--- src/assert_macros.svh ---
// Concurrent assertion helpers, clocked on aclk and held off during reset.
`ifndef ASSERT_MACROS_SVH
`define ASSERT_MACROS_SVH

`define U8_ASSERT(lbl, prop, msg) \
    lbl: assert property (@(posedge aclk) disable iff (!aresetn) prop) else $error(msg);

`define U8_IMPLIES(lbl, ante, cons, msg) \
    `U8_ASSERT(lbl, (ante) |-> (cons), msg)

`endif

--- src/u8u16_pkg.sv ---
`default_nettype none

package u8u16_pkg;

    localparam int QUEUE_DEPTH = 4;
    localparam int QUEUE_AW    = $clog2(QUEUE_DEPTH);
    localparam int QUEUE_CW    = $clog2(QUEUE_DEPTH + 1);

    localparam logic [15:0] REPLACEMENT = 16'hFFFD;
    localparam logic [15:0] SURR_HI     = 16'hD800;
    localparam logic [15:0] SURR_LO     = 16'hDC00;
    localparam logic [20:0] SURR_FIRST  = 21'h00D800;
    localparam logic [20:0] SURR_LAST   = 21'h00DFFF;
    localparam logic [20:0] CP_MAX      = 21'h10FFFF;
    localparam logic [20:0] PLANE1      = 21'h010000;
    localparam logic [20:0] MIN_TWO     = 21'h000080;
    localparam logic [20:0] MIN_THREE   = 21'h000800;
    localparam logic [7:0]  LEAD2_MIN   = 8'hC2;
    localparam logic [7:0]  LEAD2_MAX   = 8'hDF;
    localparam logic [7:0]  LEAD3_MIN   = 8'hE0;
    localparam logic [7:0]  LEAD3_MAX   = 8'hEF;
    localparam logic [7:0]  LEAD4_MIN   = 8'hF0;
    localparam logic [7:0]  LEAD4_MAX   = 8'hF4;
    localparam logic [5:0]  CONT_MASK   = 6'h3F;
    localparam logic [20:0] CP_LF       = 21'h00000A;
    localparam logic [20:0] CP_CR       = 21'h00000D;
    localparam logic [15:0] UNIT_CR     = 16'h000D;
    localparam logic [15:0] UNIT_TERM   = 16'h0000;

    typedef struct packed {
        logic [2:0]  repl_cnt;
        logic        cr_prefix;
        logic [1:0]  cp_units;
        logic [15:0] unit_a;
        logic [15:0] unit_b;
        logic        term;
    } cmd_t;

    function automatic logic [2:0] cmd_units(input cmd_t c);
        cmd_units = c.repl_cnt + {2'b00, c.cr_prefix} + {1'b0, c.cp_units}
                  + {2'b00, c.term};
    endfunction

endpackage

`default_nettype wire

--- src/u8u16_front.sv ---
`default_nettype none

module u8u16_front (
    input  wire                aclk,
    input  wire                aresetn,
    input  wire                s_tvalid,
    output logic               s_tready,
    input  wire  [7:0]         s_tdata,   // [7:0] text_byte
    input  wire                s_tlast,   // is_end
    output logic               cmd_valid,
    input  wire                cmd_ready,
    output u8u16_pkg::cmd_t    cmd
);
    import u8u16_pkg::*;

    logic [20:0] pv_reg, pv_next;
    logic [1:0]  need_reg, need_next;
    logic [1:0]  got_reg, got_next;
    logic        pcr_reg, pcr_next;

    logic [7:0]  b;
    logic        lead_ascii, lead_bad;
    logic [1:0]  lead_need;
    logic [20:0] lead_pv;
    logic [20:0] cont_pv;
    logic [1:0]  got_inc;
    logic [20:0] lowest;
    logic        cp_bad;
    logic        accept;

    logic [2:0]  repl;
    logic        has_cp;
    logic [20:0] cp;
    logic        term;
    logic        pcr_eff;
    logic        pair;
    logic [20:0] off;

    assign b       = s_tdata;
    assign accept  = s_tvalid && s_tready;
    assign s_tready = cmd_ready;

    always_comb begin
        lead_ascii = (b[7] == 1'b0);
        lead_need  = 2'd0;
        lead_pv    = 21'd0;
        lead_bad   = 1'b0;
        if (lead_ascii) begin
            lead_bad = 1'b0;
        end else if (b >= LEAD2_MIN && b <= LEAD2_MAX) begin
            lead_need = 2'd1;
            lead_pv   = {16'd0, b[4:0]};
        end else if (b >= LEAD3_MIN && b <= LEAD3_MAX) begin
            lead_need = 2'd2;
            lead_pv   = {17'd0, b[3:0]};
        end else if (b >= LEAD4_MIN && b <= LEAD4_MAX) begin
            lead_need = 2'd3;
            lead_pv   = {18'd0, b[2:0]};
        end else begin
            lead_bad = 1'b1;
        end
    end

    assign cont_pv = {pv_reg[14:0], b[5:0] & CONT_MASK};
    assign got_inc = got_reg + 2'd1;

    always_comb begin
        unique case (need_reg)
            2'd1:    lowest = MIN_TWO;
            2'd2:    lowest = MIN_THREE;
            default: lowest = PLANE1;
        endcase
    end

    assign cp_bad = (cont_pv < lowest) || (cont_pv > CP_MAX)
                 || (cont_pv >= SURR_FIRST && cont_pv <= SURR_LAST);

    always_comb begin
        repl      = 3'd0;
        has_cp    = 1'b0;
        cp        = 21'd0;
        term      = 1'b0;
        pv_next   = pv_reg;
        need_next = need_reg;
        got_next  = got_reg;
        priority if (s_tlast) begin
            repl      = (need_reg != 2'd0) ? ({1'b0, got_reg} + 3'd1) : 3'd0;
            term      = 1'b1;
            pv_next   = 21'd0;
            need_next = 2'd0;
            got_next  = 2'd0;
        end else if (need_reg == 2'd0) begin
            has_cp    = lead_ascii;
            cp        = {13'd0, b};
            repl      = {2'b00, lead_bad};
            need_next = lead_need;
            pv_next   = lead_pv;
            got_next  = 2'd0;
        end else if (b[7:6] == 2'b10) begin
            if (got_inc == need_reg) begin
                pv_next   = 21'd0;
                need_next = 2'd0;
                got_next  = 2'd0;
                if (cp_bad) begin
                    repl = {1'b0, need_reg} + 3'd1;
                end else begin
                    has_cp = 1'b1;
                    cp     = cont_pv;
                end
            end else begin
                pv_next  = cont_pv;
                got_next = got_inc;
            end
        end else begin
            // broken sequence: flush, then decode this byte as a new lead
            repl      = {1'b0, got_reg} + 3'd1 + {2'b00, lead_bad};
            has_cp    = lead_ascii;
            cp        = {13'd0, b};
            need_next = lead_need;
            pv_next   = lead_pv;
            got_next  = 2'd0;
        end
    end

    assign pcr_eff = (repl == 3'd0) && pcr_reg;
    assign pair    = (cp >= PLANE1);
    assign off     = cp - PLANE1;

    always_comb begin
        if (s_tlast) begin
            pcr_next = 1'b0;
        end else if (has_cp) begin
            pcr_next = (cp == CP_CR);
        end else if (repl != 3'd0) begin
            pcr_next = 1'b0;
        end else begin
            pcr_next = pcr_reg;
        end
    end

    always_comb begin
        cmd.repl_cnt  = repl;
        cmd.cr_prefix = has_cp && (cp == CP_LF) && !pcr_eff;
        cmd.cp_units  = has_cp ? (pair ? 2'd2 : 2'd1) : 2'd0;
        cmd.unit_a    = pair ? (SURR_HI | {6'd0, off[19:10]}) : cp[15:0];
        cmd.unit_b    = SURR_LO | {6'd0, off[9:0]};
        cmd.term      = term;
    end

    assign cmd_valid = s_tvalid && (cmd_units(cmd) != 3'd0);

    always_ff @(posedge aclk) begin
        if (!aresetn) begin
            pv_reg   <= 21'd0;
            need_reg <= 2'd0;
            got_reg  <= 2'd0;
            pcr_reg  <= 1'b0;
        end else if (accept) begin
            pv_reg   <= pv_next;
            need_reg <= need_next;
            got_reg  <= got_next;
            pcr_reg  <= pcr_next;
        end
    end

endmodule

`default_nettype wire

--- src/u8u16_queue.sv ---
`default_nettype none

module u8u16_queue (
    input  wire                aclk,
    input  wire                aresetn,
    input  wire                push_valid,
    output logic               push_ready,
    input  u8u16_pkg::cmd_t    push_data,
    output logic               pop_valid,
    input  wire                pop_ready,
    output u8u16_pkg::cmd_t    pop_data
);
    import u8u16_pkg::*;

    cmd_t                entries_reg [QUEUE_DEPTH];
    logic [QUEUE_AW-1:0] wr_ptr_reg, wr_ptr_next;
    logic [QUEUE_AW-1:0] rd_ptr_reg, rd_ptr_next;
    logic [QUEUE_CW-1:0] count_reg, count_next;
    logic                do_push, do_pop;

    assign push_ready = (count_reg != QUEUE_CW'(QUEUE_DEPTH));
    assign pop_valid  = (count_reg != '0);
    assign pop_data   = entries_reg[rd_ptr_reg];
    assign do_push    = push_valid && push_ready;
    assign do_pop     = pop_valid && pop_ready;

    always_comb begin
        wr_ptr_next = wr_ptr_reg;
        rd_ptr_next = rd_ptr_reg;
        count_next  = count_reg;
        if (do_push) begin
            wr_ptr_next = (wr_ptr_reg == QUEUE_AW'(QUEUE_DEPTH - 1)) ? '0
                        : wr_ptr_reg + QUEUE_AW'(1);
        end
        if (do_pop) begin
            rd_ptr_next = (rd_ptr_reg == QUEUE_AW'(QUEUE_DEPTH - 1)) ? '0
                        : rd_ptr_reg + QUEUE_AW'(1);
        end
        if (do_push && !do_pop) begin
            count_next = count_reg + QUEUE_CW'(1);
        end else if (do_pop && !do_push) begin
            count_next = count_reg - QUEUE_CW'(1);
        end
    end

    always_ff @(posedge aclk) begin
        if (!aresetn) begin
            wr_ptr_reg <= '0;
            rd_ptr_reg <= '0;
            count_reg  <= '0;
        end else begin
            wr_ptr_reg <= wr_ptr_next;
            rd_ptr_reg <= rd_ptr_next;
            count_reg  <= count_next;
        end
    end

    always_ff @(posedge aclk) begin
        if (do_push) begin
            entries_reg[wr_ptr_reg] <= push_data;
        end
    end

endmodule

`default_nettype wire

--- src/u8u16_back.sv ---
`default_nettype none

module u8u16_back (
    input  wire                aclk,
    input  wire                aresetn,
    input  wire                cmd_valid,
    output logic               cmd_ready,
    input  u8u16_pkg::cmd_t    cmd,
    output logic               m_tvalid,
    input  wire                m_tready,
    output logic [15:0]        m_tdata,   // [15:0] code_unit
    output logic               m_tuser,   // is_terminator
    output logic               m_tlast    // last
);
    import u8u16_pkg::*;

    logic [2:0]  step_reg, step_next;
    logic        m_tvalid_reg, m_tvalid_next;
    logic [15:0] m_tdata_reg, m_tdata_next;
    logic        m_tuser_reg, m_tuser_next;
    logic        m_tlast_reg, m_tlast_next;

    logic        load;
    logic [2:0]  units;
    logic        last_step;
    logic [2:0]  j;
    logic [2:0]  j2;
    logic [15:0] unit;
    logic        unit_term;

    assign load      = !m_tvalid_reg || m_tready;
    assign units     = cmd_units(cmd);
    assign last_step = (step_reg == units - 3'd1);
    assign cmd_ready = load && last_step;

    assign j  = step_reg - cmd.repl_cnt;
    assign j2 = j - {2'b00, cmd.cr_prefix};

    always_comb begin
        unit_term = 1'b0;
        if (step_reg < cmd.repl_cnt) begin
            unit = REPLACEMENT;
        end else if (cmd.cr_prefix && j == 3'd0) begin
            unit = UNIT_CR;
        end else if (j2 < {1'b0, cmd.cp_units}) begin
            unit = (j2 == 3'd0) ? cmd.unit_a : cmd.unit_b;
        end else begin
            unit      = UNIT_TERM;
            unit_term = 1'b1;
        end
    end

    always_comb begin
        step_next     = step_reg;
        m_tvalid_next = m_tvalid_reg;
        m_tdata_next  = m_tdata_reg;
        m_tuser_next  = m_tuser_reg;
        m_tlast_next  = m_tlast_reg;
        if (load) begin
            m_tvalid_next = cmd_valid;
            if (cmd_valid) begin
                m_tdata_next = unit;
                m_tuser_next = unit_term;
                m_tlast_next = last_step;
                step_next    = last_step ? 3'd0 : step_reg + 3'd1;
            end
        end
    end

    always_ff @(posedge aclk) begin
        if (!aresetn) begin
            step_reg     <= 3'd0;
            m_tvalid_reg <= 1'b0;
        end else begin
            step_reg     <= step_next;
            m_tvalid_reg <= m_tvalid_next;
        end
    end

    always_ff @(posedge aclk) begin
        m_tdata_reg <= m_tdata_next;
        m_tuser_reg <= m_tuser_next;
        m_tlast_reg <= m_tlast_next;
    end

    assign m_tvalid = m_tvalid_reg;
    assign m_tdata  = m_tdata_reg;
    assign m_tuser  = m_tuser_reg;
    assign m_tlast  = m_tlast_reg;

endmodule

`default_nettype wire

--- src/utf8_to_utf16le_crlf.sv ---
`default_nettype none

`include "assert_macros.svh"

// UTF-8 to UTF-16 transcoder with LF to CR LF expansion. One byte enters on
// s_ each cycle while the queue has room; the decoder updates its sequence
// state in that same cycle and posts the units the byte completes to a
// four-entry queue. The output side sends one 16-bit code unit per cycle from
// a registered stage while m_tready is high, so bytes that give one unit or
// none stream at one per cycle, and a byte that gives more (up to five, on
// malformed input, surrogate pairs, CR insertion or end of text) holds the
// output for each unit while the queue keeps taking input until it fills.
// Each unit is queued, then registered. An item with tlast set ends the text:
// pending bytes come out as FFFD, a zero unit with tuser set follows, and the
// decoder starts fresh. m_tlast marks the last unit caused by one input item.
module utf8_to_utf16le_crlf (
    input  wire         aclk,
    input  wire         aresetn,
    input  wire         s_tvalid,
    output logic        s_tready,
    input  wire  [7:0]  s_tdata,   // [7:0] text_byte
    input  wire         s_tlast,   // is_end
    output logic        m_tvalid,
    input  wire         m_tready,
    output logic [15:0] m_tdata,   // [15:0] code_unit
    output logic        m_tuser,   // is_terminator
    output logic        m_tlast    // last
);
    import u8u16_pkg::*;

    logic  push_valid, push_ready;
    cmd_t  push_data;
    logic  pop_valid, pop_ready;
    cmd_t  pop_data;

    u8u16_front u_front (
        .aclk      (aclk),
        .aresetn   (aresetn),
        .s_tvalid  (s_tvalid),
        .s_tready  (s_tready),
        .s_tdata   (s_tdata),
        .s_tlast   (s_tlast),
        .cmd_valid (push_valid),
        .cmd_ready (push_ready),
        .cmd       (push_data)
    );

    u8u16_queue u_queue (
        .aclk       (aclk),
        .aresetn    (aresetn),
        .push_valid (push_valid),
        .push_ready (push_ready),
        .push_data  (push_data),
        .pop_valid  (pop_valid),
        .pop_ready  (pop_ready),
        .pop_data   (pop_data)
    );

    u8u16_back u_back (
        .aclk      (aclk),
        .aresetn   (aresetn),
        .cmd_valid (pop_valid),
        .cmd_ready (pop_ready),
        .cmd       (pop_data),
        .m_tvalid  (m_tvalid),
        .m_tready  (m_tready),
        .m_tdata   (m_tdata),
        .m_tuser   (m_tuser),
        .m_tlast   (m_tlast)
    );

    `U8_IMPLIES(a_term_last, m_tvalid && m_tuser, m_tlast && m_tdata == UNIT_TERM, "bad terminator")
    `U8_IMPLIES(a_head_nonempty, pop_valid, cmd_units(pop_data) != 3'd0, "empty queue entry")
    `U8_IMPLIES(a_rest_queued, m_tvalid && !m_tlast, pop_valid, "item lost from queue")

endmodule

`default_nettype wire
--- config.mk ---
export PLATFORM = sky130hd
export DESIGN_NAME = utf8_to_utf16le_crlf
export DESIGN_NICKNAME = d
export VERILOG_FILES = /design/src/u8u16_pkg.sv /design/src/u8u16_front.sv /design/src/u8u16_queue.sv /design/src/u8u16_back.sv /design/src/utf8_to_utf16le_crlf.sv
export VERILOG_INCLUDE_DIRS = /design/src /design/src/src
export SDC_FILE = /design/constraint.sdc
export NUM_CORES = 1
export LEC_CHECK = 0
export BUFFER_PORTS_ARGS = -buffer_cell sky130_fd_sc_hd__buf_2
export CAP_MARGIN = 40
export CORE_MARGIN = 1.5
export CORE_UTILIZATION = 55
export DETAILED_ROUTE_END_ITERATION = 16
export PLACE_DENSITY = 0.78
export SETUP_SLACK_MARGIN = 0.15
export SYNTH_ARGS = -nofsm -noshare
export SYNTH_HDL_FRONTEND = slang
export SYNTH_HIERARCHICAL = 1
export SYNTH_SLANG_ARGS = --single-unit
--- constraint.sdc ---
create_clock -name aclk -period 8.2 [get_ports aclk]
set_clock_uncertainty 0.1 [all_clocks]
set_input_delay 1.64 -clock aclk [delete_from_list [all_inputs] [get_ports aclk]]
set_output_delay 1.64 -clock aclk [all_outputs]
set_load 0.05 [all_outputs]
==> impl_metrics.ini <==
[outcome]
status = completed

[clocking]
cts_sinks = 207
clk_pin_slew_ns = 0.06
cts_buffers = 21
postCtsSetupBuffers = 0
cts_tree = yes
cts_resized = 0
htree_num_levels = 1
holdBufCountCts = 0
clkLatencyLatePin_ns = 0.49
clk_path_buf_depth = 3
root_buffer = clkbuf_16

[grt]
grt_pass1_wl_mm = 31.4
antenna_found_initial = 0
grt_pass1_vias = 5792
grt_max_degree = 40
grtUsageTotal_pct = 22.6
gr-total-overflow = 0

[pwr]
switching_share_pct = 33.3
seqPwrFrac_pct = 43.0
combPwrFrac_pct = 28.7
vdd_drop_max_v = 0.000192
leakagePower_uw = 0.00367
power_density_nw_per_um2 = 296
switching_power_uw = 1030
p_clk_share_pct = 28.3
internal_power_uw = 2070

[sta]
tightest_slew_ns = 0.888
timing.final.max_slew_violations = 0
relSlewSlack_pct = 40.3
setup_viol = 0
fin_crit_sh_pct = 85.2
grt_setup_unrepaired = false
hold_viol_final = 0
fin_tns_setup_ns = 0
whs_ns = 0.364
layout_min_cycle_time_ns = 6.98
fmax_mhz = 143

[critical_path]
arrival_ns = 7.30
slowest_delay_ns = 0.48
required_ns = 8.52
worstSetupPathType = input pin to flop
critPathSlowestCell = fa_1
cp-start-kind = input pin
crit_fanout = 15
end_kind = flop
cp_cell_sequence = buf_2 > nand2b_1 > nor2_1 > nand2_1 > nor4_4 > buf_4 > nand2_1 > ha_1 > o21ai_2 > nand2_2 > nor2_1 > fa_1 > ha_1 > fa_1 > xor2_1 > xnor2_1 > o31a_1 > and2_4 > ha_1 > inv_1 > fa_1 > xor2_1 > or3_2 > a21boi_0

[floorplanning]
initial_utilization_pct = 56.8
num_rows = 47
chipWidth_um = 134
io_pins = 33
die_h_um = 134
core_area_um2 = 16700
dieArea_um2 = 18000

[logic_synthesis]
synth_top_area_share_pct = 55.1
yosysWarnings = 6
synth.area.top_cells = edfxtp_1 55%, mux4_2 9.3%, dfxtp_1 7.0%, ha_1 3.6%, nand2_1 2.6%
synth.avg_cell_area_um2 = 14.7
syn_inst = 647
syn_area_um2 = 9490
ys_ff_latch = 207
async_flop_share_pct = 0
ys_types = 69
ys_seq_area_share_pct = 62.0
synth-main-ff-cell = edfxtp_1
synth_edf_count = 174
post-synth-top-area-cell = edfxtp_1

[drt]
drcViolationCount = 0
final_antenna_net_count = 0
vias = 5577
via_per_inst = 6.12
dr.first_iter.drc_count = 501
drtPass1Iterations = 5
wl_per_cell_um = 21.6
wirelength_mm = 19.7

[layout]
stdcell_area_um2 = 10500
n_antenna_cell = 0
nFillCells = 1191
largest_register_ffs = 156
areaGrowthSynthToFinish_pct = 10.5
fin_nets = 727
drive_above_1_share_pct = 19.5

[placement]
dpl.hpwl_mm = 12.8
portBuffers = 32
gp_congestion = 0.920
placed_area_um2 = 9850

[flow_run]
cap_violations = 0

[hold_path]
min_path_type = flop to flop
-- per-layer routing --
layer / GRT usage [%] / vias to the layer above / share of wire (%)
li1: - / 2517 / -
met1: 29.3 / 2793 / 39
met2: 39.3 / 226 / 52
met3: 3.17 / 41 / 6.2
met4: 8.12 / 0 / 2.5
met5: 0 / - / 0
-- worst paths after layout --
| path | startpoint | endpoint | slack [ns] | depth (start not counted) |
|---|---|---|---|---|
| worst max register to register | u_front/need_reg[0]$_SDFFE_PN0P_ | u_queue/count_reg[2]$_SDFFE_PN0P_ | 1.66 | 26 |
| worst min-delay path | u_front/pcr_reg$_SDFFE_PN0P_ | u_front/pcr_reg$_SDFFE_PN0P_ | 0.36 | 2 |
| worst min register to register | u_front/pcr_reg$_SDFFE_PN0P_ | u_front/pcr_reg$_SDFFE_PN0P_ | 0.36 | 2 |
| worst max-delay path | s_tdata[6] | u_queue/count_reg[2]$_SDFFE_PN0P_ | 1.22 | 24 |
-- per-stage QoR --
stage                     total power, uW  worst slack, ns  instances  util [%]
after detailed placement             2220            0.821        877      59.0
after CTS                            3120             1.30        911      62.8
after global placement               2160             1.13        873      58.4
final                                3100             1.22        911      62.8
after global routing                 3230            0.796        911      62.8
after floorplan                      2020             1.34        651         -
-- power groups by stage --
| stage | Combinational (uW) | Clock, uW | Sequential [uW] |
|---|---|---|---|
| floorplan | 504 | 0 | 1510 |
| finish | 891 | 879 | 1330 |
| CTS | 890 | 892 | 1330 |
| global route | 954 | 930 | 1340 |
| global placement | 814 | 0 | 1350 |
| detailed placement | 871 | 0 | 1350 |
-- placed cells by master (no fill, tap or decap), types with 4 or more instances in the layout --
master,Yosys,layout
a21boi_0,4,4
a21o_1,6,6
a21oi_1,11,11
a22oi_1,16,16
a31oi_1,17,17
and2_1,8,8
and3_1,5,5
and3_2,4,4
buf_2,6,32
buf_4,10,4
clkbuf_16,0,21
conb_1,2,6
dfxtp_1,33,32
edfxtp_1,174,174
fa_1,7,7
ha_1,27,27
inv_1,31,31
mux2i_1,8,8
mux4_2,39,39
nand2_1,66,66
nand3_1,16,16
nand4_1,4,4
nor2_1,20,20
nor2b_1,23,22
nor3_1,10,10
o21ai_0,9,9
xnor2_1,8,8
xor2_1,6,6
-- worst max-delay path, delay by kind of cell --
kind	cells	cell delay, ns
adders and majority gates	6	1.87
buffers and inverters	3	0.44
AOI/OAI and AO/OA	3	0.53
and+or+nand+nor	9	2.28
xor gates and xnor gates	3	0.50
-- cell usage after synthesis, drive strengths merged (3+ instances only) --
cell    instances
a211o           3
a211oi          3
a21boi          4
a21o            6
a21oi          12
a22oi          16
a31oi          17
and2           10
and3            9
buf            22
clkbuf         12
dfxtp          33
edfxtp        174
fa              7
ha             27
inv            31
mux2            3
mux2i           9
mux4           39
nand2          67
nand2b          3
nand3          16
nand3b          3
nand4           4
nor2           20
nor2b          23
nor3           10
nor4            4
o21ai          13
o31ai           4
xnor2           9
xor2            6
-- cell families after synthesis --
group	count (synthesis)	synth area share, %
adder cells (fa/ha/maj)	34	5.04
multiplexers	51	10.7
flip-flops	207	62.0
AND/OR/NAND/NOR	178	9.63
other	2	0.0792
buffers and inverters	65	3.52
XOR/XNOR	15	1.46
AO/OA/AOI/OAI	95	7.49
-- area by class of cell --
| type | count | area, um2 | share of cell area [%] |
|---|---|---|---|
| Sequential cell | 207 | 5890 | 56.2 |
| Multi-Input combinational cell | 379 | 3280 | 31.3 |
| Clock buffer | 24 | 537 | 5.12 |
| Timing Repair Buffer | 40 | 288 | 2.75 |
| Tap cell | 220 | 275 | 2.63 |
| Inverter | 31 | 116 | 1.11 |
| Clock inverter | 10 | 92.6 | 0.883 |
Note: power is estimated with default switching activity, not from simulation.
